===== config.mk =====
export PLATFORM = sky130hd
export DESIGN_NAME = ilha_ctrl
export DESIGN_NICKNAME = d
export VERILOG_FILES = /design/src/design/ilha_pkg.sv /design/src/design/ilha_ctrl.sv
export SDC_FILE = /design/constraint.sdc
export NUM_CORES = 1
export LEC_CHECK = 0
export BUFFER_PORTS_ARGS = -buffer_cell sky130_fd_sc_hd__buf_2
export CELL_PAD_IN_SITES_DETAIL_PLACEMENT = 1
export CELL_PAD_IN_SITES_GLOBAL_PLACEMENT = 1
export CORE_ASPECT_RATIO = 0.7
export CORE_UTILIZATION = 39
export CTS_BUF_LIST = sky130_fd_sc_hd__clkbuf_2
export CTS_CLUSTER_SIZE = 12
export DETAILED_ROUTE_END_ITERATION = 8
export GPL_ROUTABILITY_DRIVEN = 0
export PLACE_DENSITY = 0.76
export SLEW_MARGIN = 20
export SYNTH_ARGS = -nofsm -noshare
export SYNTH_HDL_FRONTEND = slang
export SYNTH_SLANG_ARGS = --single-unit

===== constraint.sdc =====
create_clock -name clk -period 1.37 [get_ports clk]
set_input_delay 0.0685 -clock clk [delete_from_list [all_inputs] [get_ports clk]]
set_output_delay 0.0685 -clock clk [all_outputs]
set_load 0.01 [all_outputs]

===== src/design/ilha_pkg.sv =====
// Shared types and constants for the implicit-list heap allocator.
// Used by ilha_ctrl, ilha_dp and implicit_list_heap_allocator_core; no dependencies.
package ilha_pkg;

	// Defaults and fixed sizes
	localparam int HEAP_BYTES_DEF = 65536;
	localparam int WORD_W = 32;
	localparam logic [31:0] MIN_BLOCK = 32'd16;
	localparam logic [31:0] PAIR_BYTES = 32'd8;
	localparam logic [31:0] WORD_BYTES = 32'd4;
	localparam logic [31:0] SIZE_MASK = ~32'd7;
	localparam logic [31:0] USED_BIT = 32'd1;
	localparam logic [15:0] CHUNK_RESET = 16'd4096;

	// Action codes
	localparam logic [1:0] ACT_INIT = 2'd0;
	localparam logic [1:0] ACT_ALLOC = 2'd1;
	localparam logic [1:0] ACT_FREE = 2'd2;

	// Status codes
	localparam logic [1:0] ST_OK = 2'd0;
	localparam logic [1:0] ST_ZERO = 2'd1;
	localparam logic [1:0] ST_OOM = 2'd2;
	localparam logic [1:0] ST_NOINIT = 2'd3;

	typedef enum logic [5:0] {
		S_IDLE, S_DISP,
		S_INI0, S_INI1, S_INI2, S_INI3,
		S_GR0, S_GR1, S_GR2,
		S_M0, S_M1, S_M2, S_M3, S_M4,
		S_MA, S_MB, S_MC0, S_MC1, S_MC2,
		S_FR, S_FW, S_MEND,
		S_FREE0, S_FREE1,
		S_SK0, S_SK1, S_NF,
		S_K0, S_K1, S_KS0, S_KS1,
		S_DONE
	} state_t;

	typedef enum logic [5:0] {
		CMD_NOP, CMD_LATCH, CMD_ST1, CMD_ST3, CMD_FAIL, CMD_TAKE, CMD_OUT,
		CMD_INI0, CMD_INI1, CMD_INI2, CMD_INI3,
		CMD_GR0, CMD_GR1, CMD_GR2,
		CMD_M0, CMD_M1, CMD_M2, CMD_M3, CMD_M4,
		CMD_MA, CMD_MB, CMD_MC0, CMD_MC1, CMD_MC2,
		CMD_FR, CMD_FW,
		CMD_FREE0, CMD_FREE1,
		CMD_SK0, CMD_SK1, CMD_NF,
		CMD_K0, CMD_K1, CMD_KS0, CMD_KS1
	} cmd_t;

	// Where to go after a footer write
	typedef enum logic [1:0] {
		FW_MERGE, FW_FREE, FW_CARVE_A, FW_CARVE_B
	} fw_ctx_t;

	// Who started the coalesce step
	typedef enum logic [1:0] {
		MC_INIT, MC_ALLOC, MC_FREE
	} merge_ctx_t;

	// Datapath flags seen by the controller
	typedef struct packed {
		logic grow_fail;
		logic seek_oob;
		logic seek_zero;
		logic seek_fit;
		logic seek_last;
		logic rused;
		logic pused;
		logic mret_zero;
		logic ready;
		logic req_zero;
		logic split;
	} dp_stat_t;

endpackage


===== src/design/ilha_ctrl.sv =====
// Sequencer for the heap allocator: walks init, grow, coalesce, free, seek and carve steps.
// Depends on ilha_pkg; drives ilha_dp through a command code.
module ilha_ctrl (
	input  logic              clk,
	input  logic              arst_n,
	input  logic              in_valid,
	output logic              in_stall,
	input  logic [1:0]        action,
	output logic              out_valid,
	input  logic              out_stall,
	input  ilha_pkg::dp_stat_t st,
	output ilha_pkg::cmd_t    cmd
);

	ilha_pkg::state_t state_q, state_d;
	ilha_pkg::fw_ctx_t fctx_q, fctx_d;
	ilha_pkg::merge_ctx_t mctx_q, mctx_d;
	logic [1:0] act_q;
	logic out_valid_q, out_valid_d;

	assign in_stall = (state_q != ilha_pkg::S_IDLE);
	assign out_valid = out_valid_q;

	// State and context registers
	always_ff @(posedge clk or negedge arst_n) begin
		if (!arst_n) begin
			state_q <= ilha_pkg::S_IDLE;
			fctx_q <= ilha_pkg::FW_MERGE;
			mctx_q <= ilha_pkg::MC_INIT;
			act_q <= ilha_pkg::ACT_INIT;
			out_valid_q <= 1'b0;
		end else begin
			state_q <= state_d;
			fctx_q <= fctx_d;
			mctx_q <= mctx_d;
			out_valid_q <= out_valid_d;
			if (state_q == ilha_pkg::S_IDLE && in_valid) act_q <= action;
		end
	end

	// Next state and command
	always_comb begin
		state_d = state_q;
		fctx_d = fctx_q;
		mctx_d = mctx_q;
		cmd = ilha_pkg::CMD_NOP;
		out_valid_d = out_valid_q && out_stall;
		unique case (state_q)
			ilha_pkg::S_IDLE: begin
				if (in_valid) begin
					cmd = ilha_pkg::CMD_LATCH;
					state_d = ilha_pkg::S_DISP;
				end
			end
			ilha_pkg::S_DISP: begin
				case (act_q)
					ilha_pkg::ACT_INIT: state_d = ilha_pkg::S_INI0;
					ilha_pkg::ACT_ALLOC: begin
						if (!st.ready) begin
							cmd = ilha_pkg::CMD_ST3;
							state_d = ilha_pkg::S_DONE;
						end else if (st.req_zero) begin
							cmd = ilha_pkg::CMD_ST1;
							state_d = ilha_pkg::S_DONE;
						end else begin
							state_d = ilha_pkg::S_SK0;
						end
					end
					ilha_pkg::ACT_FREE: begin
						if (!st.ready) begin
							cmd = ilha_pkg::CMD_ST3;
							state_d = ilha_pkg::S_DONE;
						end else begin
							state_d = ilha_pkg::S_FREE0;
						end
					end
					default: state_d = ilha_pkg::S_DONE;
				endcase
			end
			// Prologue and epilogue
			ilha_pkg::S_INI0: begin cmd = ilha_pkg::CMD_INI0; state_d = ilha_pkg::S_INI1; end
			ilha_pkg::S_INI1: begin cmd = ilha_pkg::CMD_INI1; state_d = ilha_pkg::S_INI2; end
			ilha_pkg::S_INI2: begin cmd = ilha_pkg::CMD_INI2; state_d = ilha_pkg::S_INI3; end
			ilha_pkg::S_INI3: begin
				cmd = ilha_pkg::CMD_INI3;
				mctx_d = ilha_pkg::MC_INIT;
				state_d = ilha_pkg::S_GR0;
			end
			// Grow the break
			ilha_pkg::S_GR0: begin
				cmd = ilha_pkg::CMD_GR0;
				state_d = st.grow_fail ? ilha_pkg::S_MEND : ilha_pkg::S_GR1;
			end
			ilha_pkg::S_GR1: begin cmd = ilha_pkg::CMD_GR1; state_d = ilha_pkg::S_GR2; end
			ilha_pkg::S_GR2: begin cmd = ilha_pkg::CMD_GR2; state_d = ilha_pkg::S_M0; end
			// Coalesce: read both neighbor tags
			ilha_pkg::S_M0: begin cmd = ilha_pkg::CMD_M0; state_d = ilha_pkg::S_M1; end
			ilha_pkg::S_M1: begin cmd = ilha_pkg::CMD_M1; state_d = ilha_pkg::S_M2; end
			ilha_pkg::S_M2: begin cmd = ilha_pkg::CMD_M2; state_d = ilha_pkg::S_M3; end
			ilha_pkg::S_M3: begin cmd = ilha_pkg::CMD_M3; state_d = ilha_pkg::S_M4; end
			ilha_pkg::S_M4: begin
				cmd = ilha_pkg::CMD_M4;
				fctx_d = ilha_pkg::FW_MERGE;
				if (st.pused && st.rused) state_d = ilha_pkg::S_MEND;
				else if (st.pused) state_d = ilha_pkg::S_MA;
				else if (st.rused) state_d = ilha_pkg::S_MB;
				else state_d = ilha_pkg::S_MC0;
			end
			ilha_pkg::S_MA: begin cmd = ilha_pkg::CMD_MA; state_d = ilha_pkg::S_FR; end
			ilha_pkg::S_MB: begin cmd = ilha_pkg::CMD_MB; state_d = ilha_pkg::S_FR; end
			ilha_pkg::S_MC0: begin cmd = ilha_pkg::CMD_MC0; state_d = ilha_pkg::S_MC1; end
			ilha_pkg::S_MC1: begin cmd = ilha_pkg::CMD_MC1; state_d = ilha_pkg::S_MC2; end
			ilha_pkg::S_MC2: begin cmd = ilha_pkg::CMD_MC2; state_d = ilha_pkg::S_FW; end
			// Footer update shared by every caller
			ilha_pkg::S_FR: begin cmd = ilha_pkg::CMD_FR; state_d = ilha_pkg::S_FW; end
			ilha_pkg::S_FW: begin
				cmd = ilha_pkg::CMD_FW;
				unique case (fctx_q)
					ilha_pkg::FW_MERGE: state_d = ilha_pkg::S_MEND;
					ilha_pkg::FW_FREE: begin
						mctx_d = ilha_pkg::MC_FREE;
						state_d = ilha_pkg::S_M0;
					end
					ilha_pkg::FW_CARVE_A: state_d = st.split ? ilha_pkg::S_KS0 : ilha_pkg::S_DONE;
					ilha_pkg::FW_CARVE_B: state_d = ilha_pkg::S_DONE;
					default: state_d = ilha_pkg::S_DONE;
				endcase
			end
			// End of coalesce
			ilha_pkg::S_MEND: begin
				if (mctx_q == ilha_pkg::MC_FREE) begin
					state_d = ilha_pkg::S_DONE;
				end else if (st.mret_zero) begin
					cmd = ilha_pkg::CMD_FAIL;
					state_d = ilha_pkg::S_DONE;
				end else if (mctx_q == ilha_pkg::MC_INIT) begin
					state_d = ilha_pkg::S_DONE;
				end else begin
					cmd = ilha_pkg::CMD_TAKE;
					state_d = ilha_pkg::S_K0;
				end
			end
			// Free
			ilha_pkg::S_FREE0: begin cmd = ilha_pkg::CMD_FREE0; state_d = ilha_pkg::S_FREE1; end
			ilha_pkg::S_FREE1: begin
				cmd = ilha_pkg::CMD_FREE1;
				fctx_d = ilha_pkg::FW_FREE;
				state_d = ilha_pkg::S_FR;
			end
			// First-fit walk, one header per block
			ilha_pkg::S_SK0: begin
				if (st.seek_oob) begin
					state_d = ilha_pkg::S_NF;
				end else begin
					cmd = ilha_pkg::CMD_SK0;
					state_d = ilha_pkg::S_SK1;
				end
			end
			ilha_pkg::S_SK1: begin
				cmd = ilha_pkg::CMD_SK1;
				if (st.seek_zero) state_d = ilha_pkg::S_NF;
				else if (st.seek_fit) state_d = ilha_pkg::S_K0;
				else if (st.seek_last) state_d = ilha_pkg::S_NF;
				else state_d = ilha_pkg::S_SK0;
			end
			ilha_pkg::S_NF: begin
				cmd = ilha_pkg::CMD_NF;
				mctx_d = ilha_pkg::MC_ALLOC;
				state_d = ilha_pkg::S_GR0;
			end
			// Carve
			ilha_pkg::S_K0: begin cmd = ilha_pkg::CMD_K0; state_d = ilha_pkg::S_K1; end
			ilha_pkg::S_K1: begin
				cmd = ilha_pkg::CMD_K1;
				fctx_d = ilha_pkg::FW_CARVE_A;
				state_d = ilha_pkg::S_FR;
			end
			ilha_pkg::S_KS0: begin cmd = ilha_pkg::CMD_KS0; state_d = ilha_pkg::S_KS1; end
			ilha_pkg::S_KS1: begin
				cmd = ilha_pkg::CMD_KS1;
				fctx_d = ilha_pkg::FW_CARVE_B;
				state_d = ilha_pkg::S_FR;
			end
			// Hand the result to the output register
			ilha_pkg::S_DONE: begin
				if (!out_valid_q || !out_stall) begin
					cmd = ilha_pkg::CMD_OUT;
					out_valid_d = 1'b1;
					state_d = ilha_pkg::S_IDLE;
				end
			end
			default: state_d = ilha_pkg::S_IDLE;
		endcase
	end

endmodule


==> qor.log, run 1 <==
[status] error that ended the run [ERROR DPL-0033] detailed placement checks failed during check placement.
[floorplanning] Die Y 56.3 um
[placed_design] total instance count after detailed placement 332
[placed_design] IO Port Bufs 24
[logic_synthesis] fraction of registers with async set/reset 100%
[floorplanning] standard-cell rows 19
[status] run status stopped before the end
[logic_synthesis] number of instances in the synthesized netlist 214
[placed_design] placed wire-length estimate after detailed placement 5130 um
[logic_synthesis] count of warnings emitted by yosys 0
[global_route] largest net degree at the start of global routing 16
[clocking] CTS root buffer sky130_fd_sc_hd__clkbuf_2
[logic_synthesis] Main synth FF type sky130_fd_sc_hd__dfrtp_1
[sta] kind of pin the worst path terminates on top-level output
[logic_synthesis] mean instance size in the synthesized netlist 7.68 um2
[status] last stage reached global routing (5_1_grt)
[logic_synthesis] netlist area before placement 0.00164 mm2
[logic_synthesis] synthesized netlist net count 238
[logic_synthesis] register bit total from synthesis 12
[clocking] H-tree levels 1
[logic_synthesis] number of library cell types mapped by synthesis 57
[clocking] clock buffers created by TritonCTS 3
[sta] Worst Endpoint after GRT Repair cmd[0]
[logic_synthesis] sequential share of the synthesized area 18.3%
[clocking] sink count of the clock tree 12
[floorplanning] die extent in x 79.6 um
[clocking] Clock Tree Buf Depth 2
[logic_synthesis] number of synthesized flops with an enable pin 0
[floorplanning] initial standard-cell utilization of the core 41.4%
[placed_design] instance area after placement 0.00217 mm2
[global_route] antenna violations before repair 1
[floorplanning] I/O pins 25
==> per-stage QoR <==
step                      TNS [ps]  setup WS, ps  hold WS [ps]
after floorplan                  0          6.90          -227
after global placement       -2100          -257         -18.0
after detailed placement     -3370          -302         -11.2
after CTS                    -4790          -485           128
==> synth_stat cells, types with 2 or more instances <==
cell,number,area share [%]
sky130_fd_sc_hd__o21ai_1,3,0.91
sky130_fd_sc_hd__a32o_1,3,1.8
sky130_fd_sc_hd__nand2b_1,7,2.7
sky130_fd_sc_hd__a22o_1,2,1.1
sky130_fd_sc_hd__nor4_1,2,0.76
sky130_fd_sc_hd__and3_1,3,1.1
sky130_fd_sc_hd__o2111ai_1,2,1.1
sky130_fd_sc_hd__nand4_1,3,1.1
sky130_fd_sc_hd__buf_4,5,2.3
sky130_fd_sc_hd__a211oi_1,2,0.91
sky130_fd_sc_hd__inv_1,9,2.1
sky130_fd_sc_hd__nor3_1,3,0.91
sky130_fd_sc_hd__a32oi_1,2,1.1
sky130_fd_sc_hd__a22oi_1,3,1.4
sky130_fd_sc_hd__nor2b_1,11,4.2
sky130_fd_sc_hd__o211ai_1,5,2.3
sky130_fd_sc_hd__dfrtp_1,12,18
sky130_fd_sc_hd__o21ai_0,14,4.3
sky130_fd_sc_hd__ha_1,7,5.3
sky130_fd_sc_hd__nand3_1,5,1.5
sky130_fd_sc_hd__and2_1,2,0.76
sky130_fd_sc_hd__nand2_1,21,4.8
sky130_fd_sc_hd__buf_6,8,5.5
sky130_fd_sc_hd__nor3b_1,2,0.91
sky130_fd_sc_hd__buf_2,6,1.8
sky130_fd_sc_hd__mux2_4,2,1.8
sky130_fd_sc_hd__and2_4,2,1.1
sky130_fd_sc_hd__nor4b_1,3,1.6
sky130_fd_sc_hd__nor2_1,17,3.9
sky130_fd_sc_hd__o32ai_1,2,1.1
sky130_fd_sc_hd__a21oi_1,15,4.6
sky130_fd_sc_hd__a31oi_1,6,2.3
==> logic make-up after synthesis <==
group | after synthesis | share of synthesized area [%]
AOI/OAI and AO/OA | 73 | 30.3
xor gates and xnor gates | 1 | 0.533
adders and majority gates | 7 | 5.33
buffers and inverters | 28 | 11.6
DFF | 12 | 18.3
muxes | 2 | 1.83
and+or+nand+nor | 91 | 32.1
==> what timing repair did <==
item                                   in CTS
endpoints found under the hold margin      14
buffers inserted                           16
setup endpoints to repair                  18
hold buffers                                3
cloned                                      0
pin swaps                                  19
gates resized for setup                    56
==> run 2: changes to the inputs <==
==> config.mk (replaced) <==
export PLATFORM = sky130hd
export DESIGN_NAME = ilha_ctrl
export DESIGN_NICKNAME = d
export VERILOG_FILES = /design/src/design/ilha_pkg.sv /design/src/design/ilha_ctrl.sv
export SDC_FILE = /design/constraint.sdc
export NUM_CORES = 1
export LEC_CHECK = 0
export BUFFER_PORTS_ARGS = -buffer_cell sky130_fd_sc_hd__buf_2
export CORE_UTILIZATION = 25
export DETAILED_ROUTE_END_ITERATION = 8
export GPL_ROUTABILITY_DRIVEN = 0
export PLACE_DENSITY_LB_ADDON = 0.15
export SLEW_MARGIN = 20
export SYNTH_ARGS = -nofsm -noshare
export SYNTH_HDL_FRONTEND = slang
export SYNTH_SLANG_ARGS = --single-unit
==> constraint.sdc (replaced) <==
create_clock -name clk -period 1.8 [get_ports clk]
set_input_delay 0.09 -clock clk [delete_from_list [all_inputs] [get_ports clk]]
set_output_delay 0.09 -clock clk [all_outputs]
set_load 0.01 [all_outputs]
==> run 2 against run 1 <==
- the flow now finishes without violations
- synthesized area is the same
- synthesized cell count is the same
==> qor.log, run 2 <==
[logic_synthesis] synthesized netlist net count 238 [unchanged]
[logic_synthesis] number of synthesized flops with an enable pin 0 [unchanged]
[floorplanning] standard-cell rows 29 [+10]
[clocking] insertion delay to the later sink of the worst-skew pair 240 ps
[min_path] Hold Crit Depth 2
[global_route] residual overflow from global routing 0
[power] Switching Share 50.2%
[drt] router iterations before antenna repair 4
[drt] number of nets with antenna violations after detailed routing 0
[sta] maximum frequency from static timing analysis 580 MHz
[worst_setup_path] most frequent CP cell sky130_fd_sc_hd__buf_6
[sta] actual transition at the worst max-transition pin 356 ps
[final_layout] antenna diode count 0
[min_path] class of the tightest hold or removal check primary input to register
[sta] unrepaired setup endpoints after global routing yes
[power] Comb power frac 79.9%
[sta] number of max-slew violations in the final report 0
[clocking] CTS root buffer sky130_fd_sc_hd__clkbuf_8
[drt] number of remaining DRC errors 0
[clocking] clock tree from TritonCTS built
[worst_setup_path] CP Data Required Time 1710 ps
[sta] Worst Skew 2.25 ps
[worst_setup_path] buffer and inverter count on the worst path 3
[clocking] CTS clock-pin slew for the worst setup and hold paths 50 ps
[final_layout] most common cell after layout, fill and taps aside sky130_fd_sc_hd__buf_2
[global_route] total routing resource utilization after global routing 16.1%
[drt] iteration-0 DRC count of the detailed router 93
[clocking] H-tree levels 1 [unchanged]
[power] internal cell power 2.09 mW
[floorplanning] floorplan core area 0.00635 mm2
[drt] number of vias in the routed layout 1778
[sta] number of hold violations in the final report 0
[floorplanning] die extent in x 83.1 um [+4.4%]
[power] PD cells 2030 mW/mm2
[logic_synthesis] fraction of registers with async set/reset 100% [unchanged]
[logic_synthesis] count of warnings emitted by yosys 0 [unchanged]
[logic_synthesis] netlist area before placement 0.00164 mm2 [unchanged]
[worst_setup_path] startpoint of the most critical register-to-register path state_q[0]
[logic_synthesis] portion of synthesized cell area occupied by the leading cell type 18.3% [unchanged]
[sta] setup total negative slack 0 ps
[worst_setup_path] Critical Path Sink Type output pin
[placed_design] instance area after placement 0.00188 mm2 [-14%]
[logic_synthesis] mean instance size in the synthesized netlist 7.68 um2 [unchanged]
[placed_design] placed wire-length estimate after detailed placement 4250 um [-17%]
[floorplanning] Die Y 83.1 um [+48%]
[worst_setup_path] launching instance or port of the critical path state_q[0]
[final_layout] cell area after layout 0.00207 mm2
[logic_synthesis] dominant cells by area after synthesis sky130_fd_sc_hd__dfrtp_1, sky130_fd_sc_hd__buf_6, sky130_fd_sc_hd__ha_1
[worst_setup_path] Worst Reg-to-Reg Cells 6
[sta] Final period util 95.7%
[power] VDD IR-drop max 939 uV
[drt] final wirelength 5600 um
[clocking] Clock Tree Buf Depth 2 [unchanged]
[power] leakage power 0.865 nW
[final_layout] most flop-heavy register state_q
[global_route] number of global-route vias before repair 1683
[power] part of the power in registers 14.3%
[final_layout] Nets 277
[worst_setup_path] Cell Chain, Critical Path buf_6 > buf_6 > nor2b_1 > a221o_1 > o21ai_1 > buf_2
[clocking] sink count of the clock tree 12 [unchanged]
[sta] Finish-stage setup viols 0
[drt] per-cell routed wire length 17.1 um
[logic_synthesis] most frequently used cell type in the post-synthesis netlist sky130_fd_sc_hd__nand2_1
[worst_setup_path] delay of the slowest cell on the worst path 390 ps
[worst_setup_path] Worst Setup Start Kind register
[floorplanning] area of the die 0.00690 mm2
[global_route] antenna violations before repair 0
[sta] Final min period 1720 ps
[final_layout] share of post-route cells with drive strength above 1 30.7%
[min_path] startpoint of the tightest hold check path action[0]
[global_route] largest net degree at the start of global routing 27
[final_layout] area growth from synthesis to layout 26.2%
[logic_synthesis] number of instances in the synthesized netlist 214 [unchanged]
[power] part of the total power dissipated in the clock network 5.8%
[logic_synthesis] register bit total from synthesis 12 [unchanged]
[global_route] first-pass GRT wire length 8860 um
[logic_synthesis] sequential share of the synthesized area 18.3% [unchanged]
[worst_setup_path] largest fanout on the critical path 10
[power] total net switching power 2.11 mW
[logic_synthesis] Main synth FF type sky130_fd_sc_hd__dfrtp_1
[power] overall power after layout 4.21 mW
[worst_setup_path] Worst path slowest cell sky130_fd_sc_hd__dfrtp_1
[clocking] clock buffers created by TritonCTS 3 [unchanged]
[logic_synthesis] number of library cell types mapped by synthesis 57 [unchanged]
[worst_setup_path] Worst Path Arrival 1630 ps
[final_layout] number of flip-flops under the largest register name 5
[worst_setup_path] Crit path max-delay family compound AO/OA/AOI/OAI gates
[worst_setup_path] type of the setup path with the least slack register to output pin
[sta] relative max-transition margin 75.9%
[floorplanning] I/O pins 25 [unchanged]
[final_layout] most frequent cells in the layout sky130_fd_sc_hd__buf_2, sky130_fd_sc_hd__nand2_1, sky130_fd_sc_hd__buf_4, sky130_fd_sc_hd__nor2_1, sky130_fd_sc_hd__a21oi_1
[status] run status complete, no violations
[flow_run] max-cap violation count 0
[floorplanning] initial standard-cell utilization of the core 25.9% [-16 points]
[placed_design] IO Port Bufs 24 [unchanged]
[logic_synthesis] Post-synth top cells sky130_fd_sc_hd__nand2_1, sky130_fd_sc_hd__nor2_1, sky130_fd_sc_hd__a21oi_1, sky130_fd_sc_hd__o21ai_0, sky130_fd_sc_hd__dfrtp_1
[drt] average via count per standard cell 5.42
[logic_synthesis] cell type contributing the most total cell area after synthesis sky130_fd_sc_hd__dfrtp_1
[worst_setup_path] number of stages on the worst setup path 6
-- run 2: power by group through the flow --
stage               Combinational, mW  Clock [mW]  Sequential [mW]
floorplan                        2.24           0            0.499
global placement                 3.04           0            0.586
detailed placement               2.99           0            0.584
CTS                              3.06       0.260            0.580
global route                     3.65       0.272            0.626
finish                           3.36       0.245            0.602
-- run 2: routing by layer --
metal | track usage [%] | wire (um)
met1 | 22.5 | 2640
met3 | 2.78 | 265
met2 | 25.6 | 2620
met5 | 0 | 0
met4 | 4.08 | 77
-- run 2: final timing paths --
path | to | slack (ps)
setup / recovery | cmd[0] | 80
hold / removal | act_q[0] | 80
setup reg to reg | state_q[0] | 200
hold reg to reg | mctx_q[1] | 550
max in group asynchronous | state_q[4] | 1270
min in group asynchronous | fctx_q[1] | 280
-- run 2: area by class of cell --
cell class	instances	area, um2
flip-flops and latches	12	304
well taps	77	96.3
clock buffers	3	41.3
fillers	685	4280
repair buffers	53	414
inverters	9	33.8
multi-input cells	174	1180
-- run 2: cells by family (layout without fill, tap and decap cells) --
logic type / Yosys count / count (layout) / synth area share [%]
muxes: 2 / 2 / 1.83
and+or+nand+nor: 91 / 91 / 32.1
buffers and inverters: 28 / 65 / 11.6
AOI/OAI and AO/OA: 73 / 73 / 30.3
DFF: 12 / 12 / 18.3
xor gates and xnor gates: 1 / 1 / 0.533
adders and majority gates: 7 / 7 / 5.33
-- run 2: metrics by stage --
stage	std cells	utilization [%]	hold WS (ps)	setup slack, ps
final	328	32.7	82.1	77.0
after global placement	316	29.6	0.141	197
after CTS	322	30.8	74.9	3.42
after global routing	328	32.7	74.5	-18.1
after floorplan	214	-	-206	381
after detailed placement	316	29.6	4.09	185
-- run 2: timing repair --
item	CTS	global route
setup buffers	2	5
setup endpoints to repair	5	5
pin swaps	1	6
cloned	0	1
hold buffers	1	0
gates resized for setup	4	19
endpoints found under the hold margin	12	0
(Power assumes the default switching activity.)
